[src/bcr_pkg.sv]
// ----------------------------------------------------------------------------
// bcr_pkg
// Shared types and constants of the task bid cluster router.
// ----------------------------------------------------------------------------
`default_nettype none

package bcr_pkg;

   localparam int DEN_W      = 11;
   localparam int WDIV_W     = 50;
   localparam int CDIV_W     = 13;
   localparam int DIV_STAGES = 13;
   localparam int LAT        = DIV_STAGES + 5;

   localparam logic [24:0] SLICE_P_NS = 25'd20000000;
   localparam logic [31:0] IDLE_CLAMP = 32'd1000000000;
   localparam logic [10:0] CAP_DEFAULT    = 11'd1024;
   localparam logic [15:0] COST_P_DEFAULT = 16'd1024;
   localparam logic [15:0] COST_E_DEFAULT = 16'd512;
   localparam logic [62:0] KEY_BIAS = 63'h4000_0000_0000_0000;
   localparam logic signed [51:0] BID_MAX = 52'sd4398046511103;
   localparam logic signed [51:0] BID_MIN = -52'sd4398046511104;

   typedef enum logic [1:0] {
      CSR_PERF_CAP = 2'd0,
      CSR_EFF_CAP  = 2'd1,
      CSR_PERF_COST = 2'd2,
      CSR_EFF_COST = 2'd3
   } csr_index_type;

   typedef enum logic [1:0] {
      Q_PERF    = 2'd0,
      Q_EFF     = 2'd1,
      Q_STARVED = 2'd2
   } queue_type;

   typedef struct packed {
      logic signed [42:0] phi_p;
      logic [40:0]        cost_e;
      logic               lp2;
      logic [37:0]        budget;
      logic [37:0]        cap;
   } side_type;

endpackage

`default_nettype wire

[src/bcr_div.sv]
// ----------------------------------------------------------------------------
// bcr_div
// Pipelined restoring divider, ceil(DW/STAGES) quotient bits per stage.
// ----------------------------------------------------------------------------
`default_nettype none

module bcr_div #(
   parameter int DW     = 50,
   parameter int STAGES = 13
) (
   input  wire logic                        clock,
   input  wire logic                        adv,
   input  wire logic [DW-1:0]               dividend,
   input  wire logic [bcr_pkg::DEN_W-1:0]   divisor,
   output logic      [DW-1:0]               quotient
);

   localparam int BPS = (DW + STAGES - 1) / STAGES;
   localparam int PW  = BPS * STAGES;
   localparam int RW  = bcr_pkg::DEN_W + 1;

   logic [RW-1:0]             rem_ff [STAGES];
   logic [PW-1:0]             num_ff [STAGES];
   logic [bcr_pkg::DEN_W-1:0] den_ff [STAGES];

   for (genvar g = 0; g < STAGES; g++) begin : g_stage
      logic [RW-1:0]             rem_src;
      logic [PW-1:0]             num_src;
      logic [bcr_pkg::DEN_W-1:0] den_src;
      logic [RW-1:0]             rem_in;
      logic [PW-1:0]             num_in;

      if (g == 0) begin : g_head
         assign rem_src = '0;
         assign num_src = PW'(dividend);
         assign den_src = divisor;
      end else begin : g_body
         assign rem_src = rem_ff[g-1];
         assign num_src = num_ff[g-1];
         assign den_src = den_ff[g-1];
      end

      always_comb begin
         rem_in = rem_src;
         num_in = num_src;
         for (int b = 0; b < BPS; b++) begin
            rem_in = {rem_in[RW-2:0], num_in[PW-1]};
            num_in = {num_in[PW-2:0], 1'b0};
            if (rem_in >= {1'b0, den_src}) begin
               rem_in    = rem_in - {1'b0, den_src};
               num_in[0] = 1'b1;
            end
         end
      end

      always_ff @(posedge clock) begin
         if (adv) begin
            rem_ff[g] <= rem_in;
            num_ff[g] <= num_in;
            den_ff[g] <= den_src;
         end
      end
   end

   assign quotient = num_ff[STAGES-1][DW-1:0];

endmodule

`default_nettype wire

[config.mk]
export PLATFORM = sky130hd
export DESIGN_NAME = bcr_div
export DESIGN_NICKNAME = d
export VERILOG_FILES = /design/src/bcr_pkg.sv /design/src/bcr_div.sv
export SDC_FILE = /design/constraint.sdc
export NUM_CORES = 2
export LEC_CHECK = 0
export BUFFER_PORTS_ARGS = -buffer_cell sky130_fd_sc_hd__buf_2
export CAP_MARGIN = 20
export CORE_UTILIZATION = 50
export DETAILED_ROUTE_END_ITERATION = 16
export PLACE_DENSITY_LB_ADDON = 0.25
export SLEW_MARGIN = 20
export SYNTH_ARGS = -nofsm -noshare
export SYNTH_HDL_FRONTEND = slang
export SYNTH_SLANG_ARGS = --single-unit
export TNS_END_PERCENT = 30
[constraint.sdc]
create_clock -name clock -period 22.2 [get_ports clock]
set_clock_uncertainty 0.2 [all_clocks]
set_input_delay 1.11 -clock clock [delete_from_list [all_inputs] [get_ports clock]]
set_output_delay 1.11 -clock clock [all_outputs]
set_load 0.005 [all_outputs]
==> reports/qor.txt <==
======================================================================================
Setup-violating endpoint count in the final report                                   0
Type of the tightest min-delay check                                           reg2reg
Post-synthesis cell count                                                         5299
Routed wirelength normalized by instance count                                 17.7 um
Number of diodes added for antenna fixing                                            0
Avg Cell Area, Syn                                                            11.0 um2
Weighted congestion reported at the end of routability-driven placement          0.920
Endpoint kind of the worst setup timing path                                      flop
Required time of the critical path                                            22.41 ns
Buffer levels on the longest clock path                                              3
Pin count of the biggest net entering global routing                               169
Die Outline Area                                                             0.118 mm2
#FFs+latches synth                                                                 914
Cells after DPL                                                                   6880
Via count of the first global-routing pass                                       38.5k
Number of warnings reported in the yosys synthesis log                               0
Syn Std Cell Area                                                           0.0585 mm2
Final Hold Fails                                                                     0
Number of antenna violations at the first check in global routing                    1
Launching element type of the critical path                                       flop
Clock tree from TritonCTS                                                        built
Die Y-Extent                                                                    344 um
Global-route usage over all layers                                               0.209
Arrival time reported for the critical path endpoint                          12.26 ns
Clk sinks                                                                          914
DP HPWL                                                                       94100 um
Clock latency of the later-clocked register in the worst-skew pair             0.70 ns
Remaining antenna violation count                                                    0
Critical path peak fanout                                                           20
Sequential fraction of the synthesis area                                        0.470
Core region area                                                             0.116 mm2
Initial DRC Count                                                                 2819
Final routed DRC violation total                                                     0
Max stage delay on crit path                                                   0.74 ns
Final std cell area, no fill                                                0.0642 mm2
Quantity of gates resized following cts                                              0
Vias per inst                                                                     5.73
Width of the die                                                                344 um
Worst-margin pin slew                                                          1.05 ns
Slew HR                                                                          0.298
Number of synthesized flops with an enable pin                                     914
TritonRoute pass-1 iters                                                             5
Standard-cell rows                                                                 125
CTS Hold Buffers Added                                                               0
Fraction of the cycle the final worst path needs                                 0.543
Post-layout min period                                                        12.06 ns
Most used DFF post-synth                                                  sky130_fd_sc_hd__edfxtp_1
Deepest level of the CTS H-tree                                                      3
Cts bufs inserted                                                                  100
CP max-delay cell                                                         sky130_fd_sc_hd__a31oi_2
Layout area overhead                                                             9.88%
Post-layout nets                                                                  6131
Post-CTS Setup Bufs                                                                  0
Port Buffer Count                                                                  112
Clock-pin transition on the worst setup and hold timing paths                  0.06 ns
Most used cell, CP                                                        sky130_fd_sc_hd__a21oi_1
Placed Area                                                                 0.0608 mm2
Detailed-route wire length                                                   125000 um
Starting density of the core                                                     0.504
Syn Nets                                                                          5972
Final-layout setup total negative slack                                           0 ns
Critical path class                                                            reg2reg
Clock root buffer                                                         sky130_fd_sc_hd__clkbuf_16
Post-synth ARST share                                                                0
Fraction of final layout cells sized beyond drive strength 1                    0.0973
Final Max Slew Viols                                                                 0
Wire length of the first global-routing pass                                 200000 um
Finished Layout Cells                                                             7063
Max Cap Viol                                                                         0
Post-synthesis cell type count                                                     113
Total gr overflow                                                                    0
Via count                                                                        40.5k
Number of top-level design ports                                                   113
RSZ-0062 raised after global routing                                             false
Result of the run                                                            completed
Maximum frequency from static timing analysis                                 82.9 MHz
======================================================================================
cells by family after synthesis:
group / share of synthesized area
simple gates: 0.117
compound gates: 0.149
flops: 0.470
fa+ha+maj: 0.137
buf+inv: 0.0335
xor+xnor: 0.0466
mux: 0.0469
cells in the mapped netlist, types with 33 or more instances:
cell type / n / share of area
sky130_fd_sc_hd__edfxtp_1: 914 / 0.47
sky130_fd_sc_hd__ha_1: 561 / 0.12
sky130_fd_sc_hd__inv_1: 419 / 0.027
sky130_fd_sc_hd__nor2_1: 383 / 0.025
sky130_fd_sc_hd__nand2_1: 325 / 0.021
sky130_fd_sc_hd__a21oi_1: 315 / 0.027
sky130_fd_sc_hd__o21ai_0: 303 / 0.026
sky130_fd_sc_hd__xnor2_1: 188 / 0.028
sky130_fd_sc_hd__mux2_2: 138 / 0.027
sky130_fd_sc_hd__nor3_1: 127 / 0.011
sky130_fd_sc_hd__a21o_1: 124 / 0.016
sky130_fd_sc_hd__xor2_1: 123 / 0.018
sky130_fd_sc_hd__nor2b_1: 100 / 0.011
sky130_fd_sc_hd__nand4_1: 86 / 0.0092
sky130_fd_sc_hd__mux2i_1: 83 / 0.014
sky130_fd_sc_hd__nand2b_1: 80 / 0.0086
sky130_fd_sc_hd__o21a_1: 77 / 0.0099
sky130_fd_sc_hd__nand3_1: 70 / 0.0060
sky130_fd_sc_hd__a21boi_0: 49 / 0.0063
sky130_fd_sc_hd__clkbuf_1: 49 / 0.0031
sky130_fd_sc_hd__fa_1: 49 / 0.017
sky130_fd_sc_hd__a211oi_1: 46 / 0.0059
sky130_fd_sc_hd__and3_1: 39 / 0.0042
sky130_fd_sc_hd__o31ai_1: 38 / 0.0049
sky130_fd_sc_hd__o221ai_1: 34 / 0.0051
sky130_fd_sc_hd__or2_2: 33 / 0.0035
worst paths after layout:
path | startpoint | end | slack, ns | cells past startpoint
worst max-delay path | den_ff[0][38]$_DFFE_PP_ | rem_ff[1][4]$_DFFE_PP_ | 10.14 | 36
worst min-delay path | num_ff[1][106]$_DFFE_PP_ | num_ff[1][162]$_DFFE_PP_ | 0.21 | 0
worst max register to register | den_ff[0][38]$_DFFE_PP_ | rem_ff[1][4]$_DFFE_PP_ | 10.14 | 36
worst min register to register | num_ff[1][106]$_DFFE_PP_ | num_ff[1][162]$_DFFE_PP_ | 0.21 | 0
stage by stage:
| step | hold slack (ns) | utilization | setup slack [ns] |
|---|---|---|---|
| 3_3_place_gp | 0.200 | 0.524 | 10.48 |
| 6_report | 0.211 | 0.553 | 10.14 |
| 5_1_grt | 0.216 | 0.553 | 9.24 |
| 4_1_cts | 0.208 | 0.553 | 10.33 |
| 3_5_place_dp | 0.205 | 0.524 | 10.40 |
| 2_1_floorplan | 0.200 | - | 12.50 |
final cells by class:
| cell class | count | area, um2 |
|---|---|---|
| tap | 1524 | 1910 |
| inverter | 435 | 1640 |
| sequential | 914 | 27400 |
| timing repair buffer | 131 | 726 |
| fill | 9901 | 51800 |
| multi-input combinational | 3876 | 29000 |
| clock inverter | 70 | 891 |
| clock buffer | 113 | 2570 |
placed cells by master, fill, tap and decap left out, types with 34 or more instances in the layout:
cell,netlist,routed
sky130_fd_sc_hd__mux2i_1,83,83
sky130_fd_sc_hd__clkbuf_16,0,101
sky130_fd_sc_hd__mux2_2,138,138
sky130_fd_sc_hd__ha_1,561,561
sky130_fd_sc_hd__inv_1,419,419
sky130_fd_sc_hd__o21a_1,77,77
sky130_fd_sc_hd__a211oi_1,46,46
sky130_fd_sc_hd__nor2_1,383,383
sky130_fd_sc_hd__a21oi_1,315,315
sky130_fd_sc_hd__edfxtp_1,914,914
sky130_fd_sc_hd__buf_2,19,111
sky130_fd_sc_hd__o21ai_0,303,303
sky130_fd_sc_hd__nor2b_1,100,100
sky130_fd_sc_hd__nand4_1,86,86
sky130_fd_sc_hd__fa_1,49,49
sky130_fd_sc_hd__a21o_1,124,124
sky130_fd_sc_hd__nand2_1,325,325
sky130_fd_sc_hd__nand3_1,70,70
sky130_fd_sc_hd__and3_1,39,39
sky130_fd_sc_hd__nand2b_1,80,80
sky130_fd_sc_hd__xnor2_1,188,188
sky130_fd_sc_hd__o221ai_1,34,34
sky130_fd_sc_hd__o31ai_1,38,38
sky130_fd_sc_hd__a21boi_0,49,49
sky130_fd_sc_hd__nor3_1,127,127
sky130_fd_sc_hd__xor2_1,123,123
flip-flops by register name (all words and copies together), names as in the netlist:
register	flops
num_ff	650
den_ff	132
rem_ff	132
metal layers:
metal,track usage,share of wire
met1,0.301,0.48
met2,0.336,0.45
met3,0.0217,0.043
met4,0.0591,0.025
met5,0,0
worst max-delay path, delay by kind of cell (launching register included):
| family | cells | cell delay [ns] |
|---|---|---|
| AO/OA/AOI/OAI | 21 | 6.67 |
| AND/OR/NAND/NOR | 7 | 1.99 |
| adder cells (fa/ha/maj) | 4 | 1.46 |
| buffers and inverters | 3 | 0.64 |
| flip-flops | 1 | 0.43 |
| multiplexers | 1 | 0.36 |
Power is left out: the tool's default activity adds up to more than one toggle a clock period on the data nets, which glitch-free logic cannot reach.
